`src/hw/rtl/scwm_pkg.sv`:
```
// Shared types and constants for the sigma-clipped window mean unit.
// No dependencies; imported by the result interface, the divider and the top level.
`timescale 1ns / 1ps
`default_nettype none

package scwm_pkg;

  // Fixed field widths of the register and the result request
  localparam int CLIP_W   = 12;
  localparam int RESULT_W = 24;
  localparam int KEPT_W   = 15;

  // Clip factor after reset: 1.5 in unsigned Q4.8
  localparam logic [CLIP_W-1:0] CLIP_RESET = 12'd384;

  // Arithmetic widths of the shared units
  localparam int DIV_W  = 64;            // dividend and quotient of the divider
  localparam int HALF_W = DIV_W / 2;     // variance is scaled in two halves
  localparam int MUL_W  = 34;            // signed operand width of the multiplier
  localparam int K2_W   = 2 * CLIP_W;    // clip factor squared, Q8.16
  localparam int KV_W   = K2_W + DIV_W;  // exact k^2 * var

  // Result status codes
  localparam logic STATUS_OK    = 1'b0;
  localparam logic STATUS_EMPTY = 1'b1;

  // Sequencer states
  typedef enum logic [3:0] {
    ST_LOAD,      // taking samples into the store
    ST_DIV_MEAN,  // mean = sum / count
    ST_PASS1,     // sum of squared deviations
    ST_DIV_VAR,   // var = sum of squares / count
    ST_K2,        // k^2
    ST_KLO,       // k^2 * var, low half
    ST_KHI,       // k^2 * var, high half
    ST_KSUM,      // combine the halves
    ST_PASS2,     // clip test and kept sum
    ST_DIV_RES,   // kept mean
    ST_OUT        // result waits for the sink
  } scwm_state_e;

endpackage : scwm_pkg

`default_nettype wire

```
`src/hw/rtl/scwm_div.sv`:
```
// Radix-2 restoring divider, one quotient bit per cycle, unsigned operands.
// Depends on scwm_pkg for the dividend width; shared by all divisions of the unit.
`timescale 1ns / 1ps
`default_nettype none

module scwm_div import scwm_pkg::*; #(
  parameter int DVW = 15
) (
  input  wire logic             clk_i,
  input  wire logic             rst_ni,
  input  wire logic             start_i,
  input  wire logic [DIV_W-1:0] dividend_i,
  input  wire logic [DVW-1:0]   divisor_i,
  output logic                  done_o,
  output logic [DIV_W-1:0]      quotient_o
);

  localparam int STEP_W = $clog2(DIV_W);

  logic              busy_q;
  logic              done_q;
  logic [STEP_W-1:0] step_q;
  logic [DIV_W-1:0]  acc_q;   // dividend bits shift out, quotient bits shift in
  logic [DVW-1:0]    rem_q;
  logic [DVW-1:0]    dsr_q;

  logic [DVW:0]      rem_sh;
  logic              q_bit;
  logic [DVW:0]      rem_sub;

  // One trial subtraction per cycle
  always_comb begin
    rem_sh  = {rem_q, acc_q[DIV_W-1]};
    rem_sub = rem_sh - {1'b0, dsr_q};
    q_bit   = (rem_sh >= {1'b0, dsr_q});
  end

  // Control
  always_ff @(posedge clk_i or negedge rst_ni) begin
    if (!rst_ni) begin
      busy_q <= 1'b0;
      done_q <= 1'b0;
      step_q <= '0;
    end else begin
      done_q <= 1'b0;
      if (start_i) begin
        busy_q <= 1'b1;
        step_q <= '0;
      end else if (busy_q) begin
        step_q <= step_q + 1'b1;
        if (step_q == STEP_W'(DIV_W - 1)) begin
          busy_q <= 1'b0;
          done_q <= 1'b1;
        end
      end
    end
  end

  // Datapath
  always_ff @(posedge clk_i) begin
    if (start_i) begin
      acc_q <= dividend_i;
      rem_q <= '0;
      dsr_q <= divisor_i;
    end else if (busy_q) begin
      acc_q <= {acc_q[DIV_W-2:0], q_bit};
      rem_q <= q_bit ? rem_sub[DVW-1:0] : rem_sh[DVW-1:0];
    end
  end

  assign done_o     = done_q;
  assign quotient_o = acc_q;

endmodule : scwm_div

`default_nettype wire

```
`config.mk`:
```
export PLATFORM = sky130hd
export DESIGN_NAME = scwm_div
export DESIGN_NICKNAME = d
export VERILOG_FILES = /design/src/hw/rtl/scwm_pkg.sv /design/src/hw/rtl/scwm_div.sv
export SDC_FILE = /design/constraint.sdc
export NUM_CORES = 1
export LEC_CHECK = 0
export BUFFER_PORTS_ARGS = -buffer_cell sky130_fd_sc_hd__buf_2
export CORE_MARGIN = 2
export CORE_UTILIZATION = 40
export CTS_CLUSTER_DIAMETER = 150
export DETAILED_ROUTE_END_ITERATION = 16
export GPL_TIMING_DRIVEN = 0
export PLACE_DENSITY = 0.63
export SLEW_MARGIN = 20
export SYNTH_ARGS = -nofsm -noshare
export SYNTH_HDL_FRONTEND = slang
export SYNTH_SLANG_ARGS = --single-unit
```
`constraint.sdc`:
```
create_clock -name clk_i -period 3.1 [get_ports clk_i]
set_input_delay 0.62 -clock clk_i [delete_from_list [all_inputs] [get_ports clk_i]]
set_output_delay 0.62 -clock clk_i [all_outputs]
set_load 0.05 [all_outputs]
```
### Word level (Yosys, flattened, before mapping)

Cells that the tools add are included.

* $add $sub $neg: 2
* order comparisons: 1
* eq/ne operators: 1
* multiplexer cells: 11
* reductions and logical operators: 1

Operators with widths (count)
* $mux W64: 2
* $ge A16 B15 Y1: 1
* $mux W15: 1
* $sub A15 B15 Y15: 1
* $mux W6: 2
* $add A6 B1 Y6 const B: 1
* $eq A6 B6 Y1 const B: 1
* $mux W1: 6
* $reduce_bool A2 Y1: 1

* bits in registers: 102
* input port bits: 82

### Logic depth before layout (Yosys ltp)

* word-level depth: 4
* depth in mapped cells: 11
* gate-level depth less buffers: 10

### Worst setup path after synthesis

OpenSTA, ideal clock, no wires.

* path type: input port to flip-flop
* from: input port start_i
* to: register acc_q[0], in the netlist quotient_o[0] (enable)
* library setup time: 418 ps
* arrival: 2835 ps
* required time: 2682 ps
* setup slack: -153 ps
* stages: 5
* cell sequence: clkbuf_1 > buf_1 > buf_1 > nor2_1 > inv_1

* word-level cells in the longest chain between the ends: 1

Ends and longest elaborated chain
* start, declared: RTL line scwm_div.sv:11 `input wire logic start_i,`
* $reduce_bool A2 Y1 (no line)
* end signal, assigned: RTL line scwm_div.sv:62 `acc_q <= dividend_i;`
* end signal, assigned: RTL line scwm_div.sv:66 `acc_q <= {acc_q[DIV_W-2:0], q_bit};`
* end, declared: RTL line scwm_div.sv:23 `logic [DIV_W-1:0] acc_q;`

No other way between the ends.
A chain may end at the register's enable or synchronous reset.

### Final worst setup path

* from: register acc_q[63], in the netlist quotient_o[63]
* to: register rem_q[14]

* word-level cells in the longest chain between the ends: 2
* elaborated cells on any way between the ends: 3
* classes of those cells: add/sub (1); order compare (1); mux (1)

Ends and longest elaborated chain
* $sub A15 B15 Y15 or $ge A16 B15 Y1 (tied branches): RTL line scwm_div.sv:34, scwm_div.sv:35
* $mux W15 *: RTL line scwm_div.sv:67 `rem_q <= q_bit ? rem_sub[DVW-1:0] : rem_sh[DVW-1:0];`
* end signal, assigned: RTL line scwm_div.sv:67
* end, declared: RTL line scwm_div.sv:24 `logic [DVW-1:0] rem_q;`

Every way passes the cells marked *; elsewhere a longest branch is shown, timed or not.

==> results.sh <==
export IMPL_cp_cell_sequence="inv_1 -> ha_2 -> fa_1 -> nand2b_4 -> a21oi_2 -> o211ai_1 -> a2111o_1 -> and2_4 -> or4_1 -> a311oi_2"
export IMPL_regToRegStartpoint="quotient_o[63]$_DFFE_PP_"
export IMPL_ys_ff_latch=102
export IMPL_die_area_um2=13370
export IMPL_ys_seq_area_share_pct=57.62
export IMPL_worst_pin_slew_ps=583.4
export IMPL_gr_total_overflow=0
export IMPL_synth_flop_cell="edfxtp_1"
export IMPL_synth_cells=387
export IMPL_whs_ps=103.6
export IMPL_cp_start_kind="register"
export IMPL_synth_area_um2=4986
export IMPL_vias=3681
export IMPL_setup_tns_ps=0
export IMPL_grt_first_pass_wirelength_um=19400
export IMPL_cts_max_level=3
export IMPL_dr_max_layer_used="met4"
export IMPL_r2r_cells=10
export IMPL_pre_cts_slack_ps=-518.0
export IMPL_skew_ps=10.56
export IMPL_layout_commonest_cell="buf_2"
export IMPL_final_layout_size_suffix_gt1_share_pct=44.68
export IMPL_fillers=1108
export IMPL_drt_wirelength_per_cell_um=16.13
export IMPL_async_flop_share_pct=7.843
export IMPL_viasPerCell=5.091
export IMPL_clk_latency_ps=350
export IMPL_layout_setup_ws_ps=157.6
export IMPL_finalCritPeriodShare_pct=94.92
export IMPL_wl_met3_um=1091
export IMPL_maxSlewViolCount=0
export IMPL_core_area_um2=12110
export IMPL_layout_common_cells="150 x buf_2, 79 x edfxtp_1, 64 x mux2_2, 31 x nor2_1, 26 x nand2_1"
export IMPL_grt_use_total_pct=18.86
export IMPL_critical_path_required_ps=3360
export IMPL_grt_max_degree=30
export IMPL_hold_viol_final=0
export IMPL_placed_cell_area_um2=5978
export IMPL_drtPass1Iterations=4
export IMPL_max_slew_margin_pct=61.11
export IMPL_portBuffers=146
export IMPL_cp_end_kind="register"
export IMPL_p_leak_nw=2.687
export IMPL_numClockSinks=102
export IMPL_grt_pass1_vias=3854
export IMPL_rr_endpoint="rem_q[14]$_SDFFE_PP0P_"
export IMPL_syn_avg_cell_area_um2=12.88
export IMPL_synth_warnings=0
export IMPL_die_h_um=115.6
export IMPL_nNetsFinal=649
export IMPL_cts_root_buf="clkbuf_16"
export IMPL_gp_congestion=0.8759
export IMPL_critPathKind="reg2reg"
export IMPL_cts_hold_buf=0
export IMPL_pin_count=147
export IMPL_n_antenna_cell=0
export IMPL_clock_fmax_mhz=339.9
export IMPL_worst_hold_path_type="in2async"
export IMPL_die_w_um=115.6
export IMPL_fin_util_pct=52.21
export IMPL_run_status="finished clean"
export IMPL_rsz0062_at_grt="false"
export IMPL_ff2ff_setup_slack_ps=160
export IMPL_slowest_stage="or4_1"
export IMPL_cp_max_fo=5
export IMPL_syn_nets=486
export IMPL_dp_cells=703
export IMPL_cts_max_path_buffers=2
export IMPL_cts_buffers=9
export IMPL_p_per_area_nw_per_um2=730.6
export IMPL_multi_input_area_um2=1982
export IMPL_wl_um=11670
export IMPL_wl_met2_um=5599
export IMPL_total_power_mw=4.620
export IMPL_syn_to_final_growth_pct=26.83
export IMPL_tritoncts="done"
export IMPL_setup_viol=0
export IMPL_drtIter0Drc=132
export IMPL_cp_arrival_ps=3200
export IMPL_ir_drop_v=0.0005035
export IMPL_seq_area_um2=2873
export IMPL_start_util_pct=41.17
export IMPL_min_period_ps=2942
export IMPL_timing_max_cap_violations=0
export IMPL_crit_path_max_incr_delay_ps=540
export IMPL_num_rows=40
export IMPL_design_area_um2=6324
export IMPL_ys_types=49
export IMPL_ant_nets=0
export IMPL_wl_met1_um=4817
export IMPL_clkTransAtPathRegs_ps=70
export IMPL_drc=0
export IMPL_synth_edf_count=79
export IMPL_final_cell_count_no_fill=723
export IMPL_antenna_found_initial=0
export IMPL_dpl_hpwl_um=8706
Yosys cell counts, drive strengths merged, types with 4 or more instances:
cell type  instances  area share, %
xor2               7            1.2
clkbuf             8           0.60
a21oi             14            1.5
o21ai              8           0.80
mux2              64             14
xnor2              7            1.2
o211ai             5           0.75
a31oi              4           0.50
nand2b             5           0.68
dfrtp              8            4.0
a211oi             6           0.90
nand3              7           0.70
ha                16            4.0
nand2             26            2.0
mux2i              4           0.80
dfxtp             15            6.0
inv               19            1.4
edfxtp            79             48
nor2              31            2.3
a311oi            10            1.9
buf               10           0.83
report_power, final:
group | leakage (nW) | internal, mW | switching, mW
sequential | 1.05 | 1.69 | 0.129
combinational | 1.48 | 0.615 | 1.01
clock | 0.154 | 0.660 | 0.513
total | 2.69 | 2.96 | 1.66
layout make-up:
cell class | count | share of cell area, %
buffer | 18 | 1.167
tap | 168 | 3.324
timing repair buffer | 152 | 12.66
clock inverter | 5 | 1.049
clock buffer | 11 | 3.839
inverter | 19 | 1.187
sequential | 102 | 45.43
multi-input combinational | 248 | 31.34
sequential cells by signal, indices dropped and copies added (netlist names):
| signal | count |
|---|---|
| busy_q | 1 |
| done_o | 1 |
| rem_q | 15 |
| quotient_o | 64 |
| step_q | 6 |
| dsr_q | 15 |
what timing repair did:
action,in CTS,in global routing
setup endpoints to repair,29,31
resized for setup,1,2
endpoints found under the hold margin,0,0
pin swaps,0,1
buffers inserted,0,4
worst max-delay path: cells and delay by family, from the launching register on:
| kind | cells | cell delay (ps) |
|---|---|---|
| buffers and inverters | 1 | 60 |
| and+or+nand+nor | 3 | 890 |
| AOI/OAI and AO/OA | 4 | 940 |
| adders and majority gates | 2 | 580 |
| DFF | 1 | 390 |
how the worst max path moves through the flow:
stage	start	end	cells after the start
2_1_floorplan	quotient_o[63]$_DFFE_PP_	rem_q[14]$_SDFFE_PP0P_	10
3_3_place_gp	start_i	quotient_o[51]$_DFFE_PP_	6
3_5_place_dp	start_i	quotient_o[40]$_DFFE_PP_	8
4_1_cts	quotient_o[63]$_DFFE_PP_	rem_q[14]$_SDFFE_PP0P_	10
5_1_grt	quotient_o[63]$_DFFE_PP_	rem_q[14]$_SDFFE_PP0P_	10
6_report	quotient_o[63]$_DFFE_PP_	rem_q[14]$_SDFFE_PP0P_	10
metal layers:
metal  vias to the layer above  GRT usage [%]
met2                       125          31.11
met1                      1779          22.38
li1                       1768              -
met3                         9          8.525
met5                         -              0
met4                         0          5.397
kinds of logic after synthesis:
logic type | Yosys count | share of synthesized area, %
AO/OA/AOI/OAI | 61 | 9.109
XOR/XNOR | 14 | 2.459
adder cells (fa/ha/maj) | 17 | 4.417
buffers and inverters | 37 | 2.861
flip-flops | 102 | 57.62
multiplexers | 68 | 15.26
AND/OR/NAND/NOR | 88 | 8.281
Power figures use the tool's default switching activity.
